File: config.mk
export PLATFORM = sky130hd
export DESIGN_NAME = xoroshiro48_pp_generator_flat
export DESIGN_NICKNAME = d
export VERILOG_FILES = /design/src/sv/xs48_pkg.sv /design/src/sv/xs48_if.sv /design/src/sv/xs48_step.sv /design/src/sv/xoroshiro48_pp_generator.sv /design/src/flat_wrapper.sv
export SDC_FILE = /design/constraint.sdc
export NUM_CORES = 1
export LEC_CHECK = 0
export ABC_AREA = 1
export BUFFER_PORTS_ARGS = -buffer_cell sky130_fd_sc_hd__buf_2
export CAP_MARGIN = 20
export CORE_ASPECT_RATIO = 0.7
export CORE_UTILIZATION = 55
export CTS_CLUSTER_SIZE = 24
export DETAILED_ROUTE_END_ITERATION = 7
export PLACE_DENSITY_LB_ADDON = 0.15
export SYNTH_ARGS = -nofsm -noshare
export SYNTH_HDL_FRONTEND = slang
export SYNTH_HIERARCHICAL = 1
export SYNTH_SLANG_ARGS = --single-unit
File: constraint.sdc
create_clock -name clock -period 2.8 [get_ports clock]
set_input_delay 0.14 -clock clock [delete_from_list [all_inputs] [get_ports clock]]
set_output_delay 0.14 -clock clock [all_outputs]
set_load 0.03 [all_outputs]
File: src/sv/xs48_pkg.sv
// ----------------------------------------------------------------------------
// xs48_pkg: shared types and constants
// Word widths, operation codes, fill words and the generator state type.
// ----------------------------------------------------------------------------
package xs48_pkg;

   localparam int WORD_W = 16;
   localparam int SEED_W = 48;
   localparam int RAND_W = 32;

   // operation codes carried in the op field
   localparam logic OP_SEED = 1'b0;
   localparam logic OP_DRAW = 1'b1;

   // fill words of the reset state; the first two also replace the seed's upper two words when both are zero
   localparam logic [WORD_W-1:0] FILL_W0 = 16'hDEAD;
   localparam logic [WORD_W-1:0] FILL_W1 = 16'hBEEF;
   localparam logic [WORD_W-1:0] FILL_W2 = 16'h0000;

   // rotate and shift amounts of one step
   localparam int ROT_OUT = 5;
   localparam int ROT_W0  = 7;
   localparam int SHL_T   = 6;
   localparam int ROT_T   = 2;

   typedef struct packed {
      logic [WORD_W-1:0] w0;
      logic [WORD_W-1:0] w1;
      logic [WORD_W-1:0] w2;
   } gen_words_type;

   localparam gen_words_type WORDS_RESET = '{w0: FILL_W0, w1: FILL_W1, w2: FILL_W2};

endpackage

File: src/sv/xs48_if.sv
// ----------------------------------------------------------------------------
// xs48 channel interfaces
// Valid/ready request and response channels of the generator.
// ----------------------------------------------------------------------------
interface xs48_req_if
   import xs48_pkg::*;
   ();
   logic              valid;
   logic              ready;
   logic              op;
   logic [SEED_W-1:0] seed_value;

   modport source (output valid, output op, output seed_value, input ready);
   modport sink   (input valid, input op, input seed_value, output ready);
endinterface

interface xs48_rsp_if
   import xs48_pkg::*;
   ();
   logic              valid;
   logic              ready;
   logic [RAND_W-1:0] random_word;

   modport source (output valid, output random_word, input ready);
   modport sink   (input valid, input random_word, output ready);
endinterface

File: src/sv/xs48_step.sv
// ----------------------------------------------------------------------------
// xs48_step: one 16-bit generator step
// Output word and next state from the current three words.
// ----------------------------------------------------------------------------
module xs48_step
   import xs48_pkg::*;
(
   input  gen_words_type     words_in,
   output gen_words_type     words_out,
   output logic [WORD_W-1:0] step_word
);

   logic [WORD_W-1:0] sum;
   logic [WORD_W-1:0] sum_rot;
   logic [WORD_W-1:0] t;
   logic [WORD_W-1:0] w0_rot;
   logic [WORD_W-1:0] t_shl;
   logic [WORD_W-1:0] t_rot;

   assign sum       = words_in.w0 + words_in.w2;
   assign sum_rot   = {sum[WORD_W-ROT_OUT-1:0], sum[WORD_W-1:WORD_W-ROT_OUT]};
   assign step_word = sum_rot + words_in.w0;

   assign t      = words_in.w0 ^ words_in.w2;
   assign w0_rot = {words_in.w0[WORD_W-ROT_W0-1:0], words_in.w0[WORD_W-1:WORD_W-ROT_W0]};
   assign t_shl  = {t[WORD_W-SHL_T-1:0], {SHL_T{1'b0}}};
   assign t_rot  = {t[WORD_W-ROT_T-1:0], t[WORD_W-1:WORD_W-ROT_T]};

   assign words_out.w0 = words_in.w1;
   assign words_out.w1 = w0_rot ^ t ^ t_shl;
   assign words_out.w2 = t_rot;

endmodule

File: src/sv/xoroshiro48_pp_generator.sv
// ----------------------------------------------------------------------------
// xoroshiro48_pp_generator: 48-bit xoroshiro++ style random word source
// Three 16-bit state words, two chained steps per draw, one 32-bit word out.
// ----------------------------------------------------------------------------
// Usage:
//   req_bus (sink)   : one beat per command. op = OP_SEED loads the state
//                      from seed_value and returns nothing; op = OP_DRAW
//                      returns one 32-bit random_word.
//   rsp_bus (source) : one beat per draw, in command order. Bits 31:16
//                      hold the first step's output, bits 15:0 the second.
// Path: a draw accepted into the command register passes the step chain into the result register, which drives rsp_bus.
// Throughput: one command per cycle while no draw stalls, set by the single
//   pass through two chained step units between the command register and
//   the result register; the state register updates in the same cycle.
// Stall: while the result register is full and rsp ready is low, a pending
//   draw waits in the command register and req ready drops; a pending seed
//   load proceeds since it needs no result slot.
// Reset: synchronous, active high. State returns to 0xDEAD, 0xBEEF, 0x0000;
//   command and result registers are emptied.
// Seed special case: upper two seed words both zero load 0xDEAD, 0xBEEF.
// ----------------------------------------------------------------------------
module xoroshiro48_pp_generator
   import xs48_pkg::*;
(
   input  logic      clock,
   input  logic      reset,
   xs48_req_if.sink  req_bus,
   xs48_rsp_if.source rsp_bus
);

   // command register
   logic              cmd_valid_ff, cmd_valid_in;
   logic              cmd_op_ff, cmd_op_in;
   logic [SEED_W-1:0] cmd_seed_ff, cmd_seed_in;

   // generator state
   gen_words_type     words_ff, words_in;

   // result register
   logic              out_valid_ff, out_valid_in;
   logic [RAND_W-1:0] out_word_ff, out_word_in;

   // step chain
   gen_words_type     mid_words;
   gen_words_type     end_words;
   logic [WORD_W-1:0] hi_word;
   logic [WORD_W-1:0] lo_word;

   // seed load words
   gen_words_type     seed_words;

   logic              req_beat;
   logic              slot_free;
   logic              cmd_done;

   xs48_step u_step_hi (
      .words_in  (words_ff),
      .words_out (mid_words),
      .step_word (hi_word)
   );

   xs48_step u_step_lo (
      .words_in  (mid_words),
      .words_out (end_words),
      .step_word (lo_word)
   );

   // seed split with the all-zero upper words fix-up
   always_comb begin
      seed_words.w0 = cmd_seed_ff[3*WORD_W-1:2*WORD_W];
      seed_words.w1 = cmd_seed_ff[2*WORD_W-1:WORD_W];
      seed_words.w2 = cmd_seed_ff[WORD_W-1:0];
      if (seed_words.w0 == '0 && seed_words.w1 == '0) begin
         seed_words.w0 = FILL_W0;
         seed_words.w1 = FILL_W1;
      end
   end

   // result slot is free when empty or draining this cycle
   assign slot_free = !out_valid_ff || rsp_bus.ready;
   // command leaves the register: seeds always, draws when a slot is free
   assign cmd_done  = cmd_valid_ff && (cmd_op_ff == OP_SEED || slot_free);

   assign req_bus.ready = !cmd_valid_ff || cmd_done;
   assign req_beat      = req_bus.valid && req_bus.ready;

   always_comb begin
      cmd_valid_in = cmd_valid_ff;
      cmd_op_in    = cmd_op_ff;
      cmd_seed_in  = cmd_seed_ff;
      words_in     = words_ff;
      out_valid_in = out_valid_ff;
      out_word_in  = out_word_ff;

      if (out_valid_ff && rsp_bus.ready) begin
         out_valid_in = 1'b0;
      end

      if (cmd_done) begin
         cmd_valid_in = 1'b0;
         case (cmd_op_ff)
            OP_SEED: begin
               words_in = seed_words;
            end
            OP_DRAW: begin
               words_in     = end_words;
               out_valid_in = 1'b1;
               out_word_in  = {hi_word, lo_word};
            end
            default: begin
               words_in = words_ff;
            end
         endcase
      end

      if (req_beat) begin
         cmd_valid_in = 1'b1;
         cmd_op_in    = req_bus.op;
         cmd_seed_in  = req_bus.seed_value;
      end
   end

   always_ff @(posedge clock) begin
      if (reset) begin
         cmd_valid_ff <= 1'b0;
         out_valid_ff <= 1'b0;
         words_ff     <= WORDS_RESET;
      end else begin
         cmd_valid_ff <= cmd_valid_in;
         out_valid_ff <= out_valid_in;
         words_ff     <= words_in;
      end
   end

   // payload registers, no reset
   always_ff @(posedge clock) begin
      cmd_op_ff   <= cmd_op_in;
      cmd_seed_ff <= cmd_seed_in;
      out_word_ff <= out_word_in;
   end

   assign rsp_bus.valid       = out_valid_ff;
   assign rsp_bus.random_word = out_word_ff;

endmodule

File: src/flat_wrapper.sv
// flat-port wrapper written by rule: the top's interface ports become plain ports
module xoroshiro48_pp_generator_flat import xs48_pkg::*;
  (clock, reset, req_bus_valid, req_bus_op, req_bus_seed_value, req_bus_ready, rsp_bus_valid, rsp_bus_random_word, rsp_bus_ready);
  xs48_req_if req_bus_i ();
  xs48_rsp_if rsp_bus_i ();
  input  logic clock;
  input  logic reset;
  input wire logic [$bits(req_bus_i.valid)-1:0] req_bus_valid;
  input wire logic [$bits(req_bus_i.op)-1:0] req_bus_op;
  input wire logic [$bits(req_bus_i.seed_value)-1:0] req_bus_seed_value;
  output wire logic [$bits(req_bus_i.ready)-1:0] req_bus_ready;
  output wire logic [$bits(rsp_bus_i.valid)-1:0] rsp_bus_valid;
  output wire logic [$bits(rsp_bus_i.random_word)-1:0] rsp_bus_random_word;
  input wire logic [$bits(rsp_bus_i.ready)-1:0] rsp_bus_ready;
  assign req_bus_i.valid = req_bus_valid;
  assign req_bus_i.op = req_bus_op;
  assign req_bus_i.seed_value = req_bus_seed_value;
  assign req_bus_ready = req_bus_i.ready;
  assign rsp_bus_valid = rsp_bus_i.valid;
  assign rsp_bus_random_word = rsp_bus_i.random_word;
  assign rsp_bus_i.ready = rsp_bus_ready;
  xoroshiro48_pp_generator u_core (.clock(clock), .reset(reset), .req_bus(req_bus_i), .rsp_bus(rsp_bus_i));
endmodule
# Yosys cells after proc, flatten, opt, wreduce, memory -nomap -nowiden
# Cells that the tools add are included.
[totals]
in_bits = 53
register_bits = 131
wordCells = 39
[classes]
muxes = 7
reduce_logical = 13
bitwise_logic = 7
n_addsub = 4
[ops]
columns = ["cell", "n"]
rows = [
  ["48-bit one-hot mux with 2 select lines", 1],
  ["16-bit bitwise XOR", 6],
  ["16-bit adder", 4],
  ["16-bit zero test", 2],
  ["32-bit 2-to-1 mux", 1],
  ["1-bit 2-to-1 mux", 5],
  ["1-bit logical AND", 4],
  ["1-bit logical OR", 3],
  ["1-bit zero test", 2],
  ["2-bit AND reduction", 1],
  ["2-bit nonzero test", 1],
  ["1-bit inverter", 1],
]

# Logic depth before layout (Yosys ltp)
# Gate-level depths: netlist (run 1).
[depth]
ltp_word = 7
depth_mapped = 23
depth_no_buf = 22

# By module
# Netlist (run 1), hierarchy kept.
[modules_own_cells]
columns = ["mod", "n_inst", "cells_each", "area_each_um2"]
rows = [
  ["xoroshiro48_pp_generator", 1, 486, 5141.2],
  ["xs48_step (u_core.u_step_hi)", 1, 351, 2044.5],
  ["xs48_step (u_core.u_step_lo)", 1, 351, 2031.9],
]

# Worst setup path before layout (run 1)
# OpenSTA, ideal clock, no wires.
[synth_timing]
kind = "register -> register"
from = "reg u_core/words_ff[33] (netlist name)"
to = "reg u_core.out_word_ff[14], in the netlist u_core/rsp_bus.random_word[14], data pin"
t_arrival_ps = 2873
n_path_buf = 1
synth_period_minus_slack_ps = 3126
required_time_ps = 2548
path_slack_ps = -326
path_stages_with_launch = 21
cell_sequence = "dfxtp_1 > ha_1 > ha_1 > buf_4 > nand2_1 > nor2_1 > nand2_1 > nand2_1 > nand2_1 > nand3_1 > nand2_1 > ha_1 > fa_1 > nand3_1 > nand2_1 > nand2_1 > nand2_1 > nand3_1 > nand2_1 > nand2_1 > nand2_1"
[synth_lines]
columns = ["element", "line", "text"]
rows = [
  ["start: declaration", "xoroshiro48_pp_generator.sv:37", "gen_words_type words_ff, words_in;"],
  ["start signal: assignment", "xoroshiro48_pp_generator.sv:131", "words_ff <= words_in;"],
  ["end signal: assignment", "xoroshiro48_pp_generator.sv:139", "out_word_ff <= out_word_in;"],
  ["end: declaration", "xoroshiro48_pp_generator.sv:41", "logic [RAND_W-1:0] out_word_ff, out_word_in;"],
]

==> results of run 1 <==
==> sequential cells by signal (all words and copies together) (netlist names) <==
| name | count |
|---|---|
| u_core/cmd_valid_ff | 1 |
| u_core/rsp_bus.valid | 1 |
| u_core/words_ff | 48 |
| u_core/rsp_bus.random_word | 32 |
| u_core/cmd_op_ff | 1 |
| u_core/cmd_seed_ff | 48 |
==> cells in the mapped netlist (4+ instances only) <==
cell type	instances	share of area, %
sky130_fd_sc_hd__nand2_2	9	0.61
sky130_fd_sc_hd__o21a_1	4	0.33
sky130_fd_sc_hd__inv_1	102	4.2
sky130_fd_sc_hd__a21oi_1	79	4.3
sky130_fd_sc_hd__nand3_1	63	3.4
sky130_fd_sc_hd__edfxtp_1	81	26
sky130_fd_sc_hd__buf_4	37	3.0
sky130_fd_sc_hd__o21ai_0	15	0.81
sky130_fd_sc_hd__fa_1	4	0.87
sky130_fd_sc_hd__buf_6	15	1.8
sky130_fd_sc_hd__o211a_1	16	1.7
sky130_fd_sc_hd__dfxtp_1	50	11
sky130_fd_sc_hd__o21ai_1	22	1.2
sky130_fd_sc_hd__xnor2_1	38	3.6
sky130_fd_sc_hd__nor3_1	5	0.27
sky130_fd_sc_hd__xor2_1	48	4.6
sky130_fd_sc_hd__nor2_1	125	5.1
sky130_fd_sc_hd__nand2_1	360	15
sky130_fd_sc_hd__a21oi_2	4	0.38
sky130_fd_sc_hd__ha_1	60	8.1
sky130_fd_sc_hd__nand3_2	4	0.43
sky130_fd_sc_hd__buf_2	21	1.1
==> timing repair <==
action                                  4_1_cts  5_1_grt
hold endpoints to repair                     49        0
hold buffers                                 49        0
setup buffers                                15       20
gates cloned                                  0        0
pin swaps                                    24       79
endpoints found under the setup margin       26       27
gates resized for setup                      84      179
==> cells by family after synthesis <==
family	Yosys count	share of synthesized area, %
adders and majority gates	64	9.01
and+or+nand+nor	576	25.4
AOI/OAI and AO/OA	146	9.26
xor gates and xnor gates	86	8.17
DFF	131	37.2
buffers and inverters	185	10.9
==> cells in the final DEF, fill, tap and decap left out, types with 18 or more instances in the layout <==
cell / count
sky130_fd_sc_hd__buf_2: 86
sky130_fd_sc_hd__edfxtp_1: 81
sky130_fd_sc_hd__dfxtp_2: 24
sky130_fd_sc_hd__inv_1: 95
sky130_fd_sc_hd__nand2_1: 287
sky130_fd_sc_hd__xnor2_1: 37
sky130_fd_sc_hd__nand2_4: 19
sky130_fd_sc_hd__nand3_1: 44
sky130_fd_sc_hd__nor2_1: 113
sky130_fd_sc_hd__ha_1: 18
sky130_fd_sc_hd__dfxtp_1: 22
sky130_fd_sc_hd__a21oi_1: 46
sky130_fd_sc_hd__nand3_2: 18
sky130_fd_sc_hd__nand2_2: 63
sky130_fd_sc_hd__dlygate4sd3_1: 49
sky130_fd_sc_hd__o21ai_1: 26
sky130_fd_sc_hd__a21oi_2: 31
sky130_fd_sc_hd__ha_4: 36
sky130_fd_sc_hd__buf_4: 161
sky130_fd_sc_hd__xor2_1: 47
==> worst register-to-register path, delay by kind of cell, from the launching register on <==
family / cells / cell delay (ns)
AO/OA/AOI/OAI: 3 / 0.43
AND/OR/NAND/NOR: 9 / 0.71
XOR/XNOR: 2 / 0.43
adder cells (fa/ha/maj): 2 / 0.66
buffers and inverters: 2 / 0.26
flip-flops: 1 / 0.33
==> worst paths after layout <==
check | startpoint | to | slack, ns | depth (start not counted)
min reg2reg | u_core/words_ff[15] | u_core/words_ff[15] | 0.53 | 1
max reg2reg | u_core/words_ff[15] | u_core/rsp_bus.random_word[14] | -0.25 | 18
min | req_bus_valid | u_core/cmd_valid_ff | 0.03 | 3
max | u_core/words_ff[15] | u_core/rsp_bus.random_word[14] | -0.25 | 18
==> power groups by stage <==
stage                     Combinational (mW)  Sequential (mW)  Clock, mW
after global routing                    5.25             2.45       2.45
after CTS                               4.12             2.42       2.37
after global placement                  3.68             2.45          0
after detailed placement                3.72             2.45          0
after floorplan                         2.44             2.55          0
final                                   4.87             2.43       2.35
==> metal layers <==
layer / track usage, % / vias up / share of wire [%]
li1: - / 4317 / -
met1: 44.9 / 4251 / 41
met2: 54.4 / 460 / 47
met3: 8.64 / 75 / 8.8
met4: 14.1 / 0 / 3.2
met5: 0 / - / 0
==> through the flow <==
stage | instances | setup TNS [ns]
finish | 1678 | -1.89
global route | 1678 | -4.19
CTS | 1658 | -0.902
detailed placement | 1562 | -5.29
global placement | 1562 | -4.43
floorplan | 1188 | -0.0259
==> final cells by class <==
| class | instances | area (um^2) |
|---|---|---|
| Fill cell | 1053 | 3290 |
| Multi-Input combinational cell | 872 | 5930 |
| Clock inverter | 15 | 185 |
| Sequential cell | 131 | 3480 |
| Inverter | 105 | 399 |
| Timing Repair Buffer | 313 | 2350 |
| Clock buffer | 17 | 425 |
| Tap cell | 225 | 282 |
==> reports/metrics.sh, run 1 <==
TIMING.CRITICAL_PATH.SLOWEST_STAGE_CELL='sky130_fd_sc_hd__fa_2'
CRITICAL-PATH-TOP-DELAY-FAMILY='simple AND/OR/NAND/NOR gates'
SEQUENTIAL_SHARE_OF_THE_SYNTHESIZED_AREA_PCT=37.2
FMAXACHIEVABLE_MHz=328
VIA_DENSITY=5.42
FP-ROW-COUNT=39
MAX-CAP-VIOLATIONS=0
FF_LATCH_COUNT_SYNTH=131
GLOBAL_PLACEMENT_ROUTABILITY_CONGESTION=0.999
POSTROUTEWIRELENGTH_UM=30500
FLOORPLAN.DIE.WIDTH_UM=157
SETUP_SLACK_NS=-0.253
POWER_FRAC_CLOCK_PCT=24.4
FINAL.SETUP_SKEW_NS=0.00893
MAXIMUM_NUMBER_OF_PINS_ON_ONE_NET_BEFORE_GLOBAL_ROUTE_REPAIR=57
REMAINING_DRC_ERRORS=0
DR.FIRST_ITER.DRC_COUNT=804
TRITONCTS='done'
PRE_CTS_SLACK_NS=-0.433
WORST_PIN_SLEW_NS=0.847
TIME_THE_FINAL_WORST_PATH_NEEDS_WITH_I_O_DELAYS_AND_SETUP_NS=3.05
DESIGN_AREA_MM2=0.0131
SHARE_SEQ_OF_TOTAL_POWER_PCT=25.2
P_SW_mW=3.79
TIMING.HOLD.WS_NS=0.0260
FINAL_UTIL_PCT=79.9
CLKLATENCYLATEPIN_NS=0.43
CRITPATHCAPTURETYPE='register'
COMBINATIONALPOWERSHARE_PCT=50.4
POST_SYNTH_INST_COUNT=1188
TIMING.FINAL.MAX_SLEW_VIOLATIONS=0
CP.REQUIRED_NS=2.99
POST_SYNTHESIS_NET_COUNT=1305
CTS_NUM_SINKS=131
SYNTH_WARNINGS=6
POWER_LEAKAGE_nW=5.99
CRITICALPATHCATEGORY='register to register'
DOMINANTREGCELLSYNTH='sky130_fd_sc_hd__edfxtp_1'
ROOT_BUFFER='sky130_fd_sc_hd__clkbuf_16'
FINAL_HOLD_VIOL_COUNT=0
SYN-CELL-AREA_MM2=0.00922
POWERDENSITY_mW_PER_MM2=739
CTS_BUFFERS=17
PATH_CELLS='xnor2_2 > inv_2 > buf_6 > fa_2 > nand3_2 > nand3_4 > nand2_4 > nand2_4 > nand2_2 > nand2_2 > xor2_2 > ha_4 > a21oi_2 > o21ai_1 > a21oi_2 > nand2_1 > nand2_1 > nand2_1'
GROUTE.USAGE.OVERALL_PCT=34.3
STATUS='finished, violations left'
CRIT_TOP_CELL='sky130_fd_sc_hd__nand2_1'
VIOLATIONS_IN_THE_FINAL_REPORTS='setup timing'
CTS-ROOT-TO-SINK-BUFFERS=2
PORT-BUFFER-COUNT=86
NUM_IO_PINS=87
AVGSYNTHCELLAREA_UM2=7.76
NUMBER_OF_SETUP_VIOLATIONS_IN_THE_FINAL_REPORT=12
DESIGN.CORE.AREA_MM2=0.0163
ROUTEDWLPERCELL_UM=18.2
WORST_HOLD_PATH_TYPE='input pin to register'
DIE_H_UM=110
CLK_TRANSITION_REPORTED_PATHS_NS=0.07
CP.ARRIVAL_NS=3.24
NUM_ANTENNA_CELLS=0
CTS_HTREE_LEVELS=4
VIA_COUNT_OF_THE_FIRST_GLOBAL_ROUTING_PASS=8502
RELSLEWSLACK_PCT=43.5
GRT_PASS1_WL_UM=44200
MIN_PERIOD_OVER_PERIOD_PCT=109
NUMBER_OF_ANTENNA_VIOLATIONS_AT_THE_FIRST_CHECK_IN_GLOBAL_ROUTING=0
NETSWITCHINGFRACTION_PCT=39.3
WORST_IR_DROP_VDD_V=0.000612
INTERNAL-POWER_mW=5.86
SYNTH_EDF_COUNT=81
NUMBER_OF_ITERATIONS_IN_THE_FIRST_DETAILED_ROUTING_PASS=5
DIE_AREA_MM2=0.0173
GLOBALROUTE.TOTALOVERFLOW=0
VIAS=9103
NUMBER_OF_DISTINCT_LIBRARY_CELLS_AFTER_SYNTHESIS=36
DESIGN.FINAL.NETS=1557
SYNTH-ASYNC-RESET-RATIO_PCT=0
FLOORPLAN.INITIALDENSITY_PCT=56.4
RSZ0062_AT_GRT='true'
TOTAL_POWER_mW=9.65
WORSTPATHMAXFANOUT=4
DRIVE_ABOVE_1_SHARE_PCT=37.9
CP.BUFFERS_INVERTERS=2
CRITICAL_PATH.MAX_STAGE_DELAY_NS=0.40
SYN2LAYOUT_AREA_GROWTH_PCT=41.7
ANT_NETS=0
TOTAL_HALF_PERIMETER_WIRELENGTH_AFTER_LEGALIZATION_AND_DETAILED_PLACEMENT_UM=20500
PLACEDINSTANCEAREA_MM2=0.0106
CP-START-KIND='register'
Note: power is estimated with default switching activity, not from simulation.
==> run 2: changes to the inputs <==
--- a/config.mk
+++ b/config.mk
@@ -9,7 +9,7 @@
 export BUFFER_PORTS_ARGS = -buffer_cell sky130_fd_sc_hd__buf_2
 export CAP_MARGIN = 20
 export CORE_ASPECT_RATIO = 0.7
-export CORE_UTILIZATION = 55
+export CORE_UTILIZATION = 60
 export CTS_CLUSTER_SIZE = 24
 export DETAILED_ROUTE_END_ITERATION = 7
 export PLACE_DENSITY_LB_ADDON = 0.15
==> constraint.sdc (replaced) <==
create_clock -name clock -period 3.96 [get_ports clock]
set_input_delay 0.198 -clock clock [delete_from_list [all_inputs] [get_ports clock]]
set_output_delay 0.198 -clock clock [all_outputs]
set_load 0.03 [all_outputs]
==> run 2 against run 1 <==
The run now ends clean. Combinational power fell by 54%. Clock-buffer cell count rose by 1. Cell count fell by 12%. Sequential power fell by 29%. Global-route usage rose by 0.62 points. Sequential share of layout area rose by 6.3 points. Register-to-register slack improved by 0.61 ns. Die area fell by 8.2%. Clock skew rose by 0.0013 ns. Core utilization fell by 9.7 points. First-iteration DRC count fell by 11%. Largest cell class unchanged. Largest power group unchanged.
==> reports/metrics.sh, run 2 (synthesis gave the netlist of run 1 again) <==
CTS_HTREE_LEVELS=4  # unchanged
CRITPATHCAPTURETYPE='register'
CTS_BUFFERS=17  # unchanged
DR.FIRST_ITER.DRC_COUNT=719  # -11%
WORST_IR_DROP_VDD_V=0.000332  # -46%
GROUTE.USAGE.OVERALL_PCT=34.9  # +0.62 points
WORST_HOLD_PATH_TYPE='input pin to register'
FINAL_HOLD_VIOL_COUNT=0  # unchanged
MULTI_INPUT_AREA_MM2=0.00478  # -19%
POWER_LEAKAGE_nW=4.99  # -17%
VIA_COUNT_OF_THE_FIRST_GLOBAL_ROUTING_PASS=7692  # -9.5%
CTS_NUM_SINKS=131  # unchanged
TIMING.FINAL.MAX_SLEW_VIOLATIONS=0  # unchanged
DIE_AREA_MM2=0.0159  # -8.2%
FINAL.SETUP.TNS_NS=0  # +1.89 ns
FINAL_LAYOUT_FILL_CELL_COUNT=1238  # +18%
FMAXACHIEVABLE_MHz=278  # -15%
TOTAL_HALF_PERIMETER_WIRELENGTH_AFTER_LEGALIZATION_AND_DETAILED_PLACEMENT_UM=18700  # -8.8%
ROOT_BUFFER='sky130_fd_sc_hd__clkbuf_16'
SEQUENTIAL_CELL_AREA_MM2=0.00343  # -1.3%
ROUTEDWLPERCELL_UM=17.6  # -2.9%
GLOBAL_PLACEMENT_ROUTABILITY_CONGESTION=0.995  # -0.45%
FP-ROW-COUNT=37  # -5.1%
NUMBER_OF_SETUP_VIOLATIONS_IN_THE_FINAL_REPORT=0  # -12
NUMBER_OF_ANTENNA_VIOLATIONS_AT_THE_FIRST_CHECK_IN_GLOBAL_ROUTING=0  # unchanged
POSTROUTEWIRELENGTH_UM=26100  # -14%
FLOORPLAN.INITIALDENSITY_PCT=62.0  # +5.6 points
CP-START-KIND='register'
DIE_H_UM=106  # -4.2%
GLOBALROUTE.TOTALOVERFLOW=0  # unchanged
FINAL.SETUP_SKEW_NS=0.0103  # +0.00134 ns
POWERDENSITY_mW_PER_MM2=528  # -29%
ANT_NETS=0  # unchanged
CRITICALPATHCATEGORY='register to register'
RELSLEWSLACK_PCT=43.5  # +0.066 points
FINAL_UTIL_PCT=70.2  # -9.7 points
MAX-CAP-VIOLATIONS=0  # unchanged
VIA_DENSITY=5.49  # +1.3%
DRIVE_ABOVE_1_SHARE_PCT=12.2  # -26 points
MIN_PERIOD_OVER_PERIOD_PCT=90.9  # -18 points
CLKLATENCYLATEPIN_NS=0.43  # about the same
CLK_TRANSITION_REPORTED_PATHS_NS=0.07  # about the same
FLOORPLAN.DIE.WIDTH_UM=150  # -4.2%
POSTCTSSETUPBUFFERS=0  # -15
NUM_ANTENNA_CELLS=0  # unchanged
CP.REQUIRED_NS=4.15  # +1.16 ns
DESIGN.FINAL.NETS=1390  # -11%
CP.ARRIVAL_NS=3.79  # +0.55 ns
WORSTPATHMAXFANOUT=6  # +2
DESIGN.CORE.AREA_MM2=0.0149  # -9.1%
SYN2LAYOUT_AREA_GROWTH_PCT=13.1
VIAS=8135  # -11%
MOST-COMMON-LAYOUT-CELLS='sky130_fd_sc_hd__nand2_1 (360), sky130_fd_sc_hd__nor2_1 (125), sky130_fd_sc_hd__inv_1 (101), sky130_fd_sc_hd__buf_2 (86), sky130_fd_sc_hd__edfxtp_1 (81)'
NUM_IO_PINS=87  # unchanged
RSZ0062_AT_GRT='false'
NUMBER_OF_ITERATIONS_IN_THE_FIRST_DETAILED_ROUTING_PASS=6  # +1
WORST_PIN_SLEW_NS=0.846  # -0.000997 ns
MAXIMUM_NUMBER_OF_PINS_ON_ONE_NET_BEFORE_GLOBAL_ROUTE_REPAIR=58  # +1.8%
GRT_PASS1_WL_UM=41000  # -7.4%
STATUS='finished, final reports clean'
TIME_THE_FINAL_WORST_PATH_NEEDS_WITH_I_O_DELAYS_AND_SETUP_NS=3.60  # +0.547 ns
REMAINING_DRC_ERRORS=0  # unchanged
TRITONCTS='done'
CTS-ROOT-TO-SINK-BUFFERS=2  # unchanged
MOST_COMMON_CELL_AFTER_LAYOUT_FILL_AND_TAPS_ASIDE='sky130_fd_sc_hd__nand2_1'
PORT-BUFFER-COUNT=86  # unchanged
==> run 2: changes by cell type in the layout (fill, tap and decap cells not counted), moves of 19 or more <==
| cell | previous run | this run |
|---|---|---|
| sky130_fd_sc_hd__buf_4 | 161 | 11 |
| sky130_fd_sc_hd__nand2_2 | 63 | 9 |
| sky130_fd_sc_hd__ha_4 | 36 | 0 |
| sky130_fd_sc_hd__ha_1 | 18 | 60 |
| sky130_fd_sc_hd__a21oi_1 | 46 | 79 |
| sky130_fd_sc_hd__nand3_1 | 44 | 63 |
| sky130_fd_sc_hd__dfxtp_1 | 22 | 50 |
| sky130_fd_sc_hd__dfxtp_2 | 24 | 0 |
| sky130_fd_sc_hd__nand2_1 | 287 | 360 |
| sky130_fd_sc_hd__a21oi_2 | 31 | 4 |
==> run 2: stage by stage <==
stage | hold WS [ns] | total power [mW] | cell area (um^2) | worst slack [ns] | std cells
floorplan | 0.297 | 3.46 | 9220 | 0.834 | 1188
global placement | 0.374 | 3.86 | 9370 | 0.513 | 1400
detailed placement | 0.376 | 3.88 | 9370 | 0.412 | 1400
CTS | 0.0509 | 5.47 | 10400 | 0.407 | 1481
global route | 0.115 | 5.85 | 10400 | 0.0337 | 1481
finish | 0.0715 | 5.51 | 10400 | 0.360 | 1481
==> run 2: power breakdown <==
group          switching [mW]  internal [mW]
combinational            1.41          0.813
sequential             0.0891           1.64
clock                   0.671          0.885
==> run 2: path summary, 6_finish.rpt <==
| kind | start | endpoint | slack (ns) | cells past startpoint |
|---|---|---|---|---|
| setup / recovery | u_core/words_ff[46] | u_core/rsp_bus.random_word[14] | 0.36 | 20 |
| hold / removal | req_bus_valid | u_core/cmd_valid_ff | 0.07 | 3 |
| setup reg to reg | u_core/words_ff[46] | u_core/rsp_bus.random_word[14] | 0.36 | 20 |
| hold reg to reg | u_core/words_ff[0] | u_core/words_ff[0] | 0.52 | 1 |
==> run 2: layer usage <==
layer  routed length [um]  track usage [%]  vias to the layer above
met2                11600             54.9                      382
met5                    0                0                        -
met3                 2510             8.53                       48
li1                     -                -                     3974
met1                11300             46.8                     3731
met4                  623             12.0                        0
==> run 2: layout make-up <==
class	instances	share of cell area, %
Multi-Input combinational cell	872	45.8
Sequential cell	131	32.9
Timing Repair Buffer	146	9.62
Clock buffer	18	4.12
Inverter	105	3.78
Tap cell	195	2.34
Clock inverter	14	1.38
==> run 2: what timing repair did <==
item                      4_1_cts  5_1_grt
hold buffers                   49        0
hold endpoints to repair       49        0
resized for setup               0        0
==> run 2: worst max-delay path: stages, from the launching register on <==
cell and delay (ns):
sky130_fd_sc_hd__dfxtp_1 0.41, sky130_fd_sc_hd__ha_1 0.39, sky130_fd_sc_hd__ha_1 0.29, sky130_fd_sc_hd__fa_1 0.44
sky130_fd_sc_hd__nand3_1 0.10, sky130_fd_sc_hd__nand3_1 0.11, sky130_fd_sc_hd__nand2_1 0.08, sky130_fd_sc_hd__nand2_1 0.10
sky130_fd_sc_hd__nand3_1 0.12, sky130_fd_sc_hd__nand2_1 0.06, sky130_fd_sc_hd__nand2_1 0.06, sky130_fd_sc_hd__nand2_1 0.05
sky130_fd_sc_hd__ha_1 0.36, sky130_fd_sc_hd__a21oi_1 0.23, sky130_fd_sc_hd__nand2_1 0.14, sky130_fd_sc_hd__nand2_1 0.09
sky130_fd_sc_hd__nand2_1 0.07, sky130_fd_sc_hd__nand3_1 0.10, sky130_fd_sc_hd__nand2_1 0.06, sky130_fd_sc_hd__nand2_1 0.06
sky130_fd_sc_hd__nand2_1 0.04
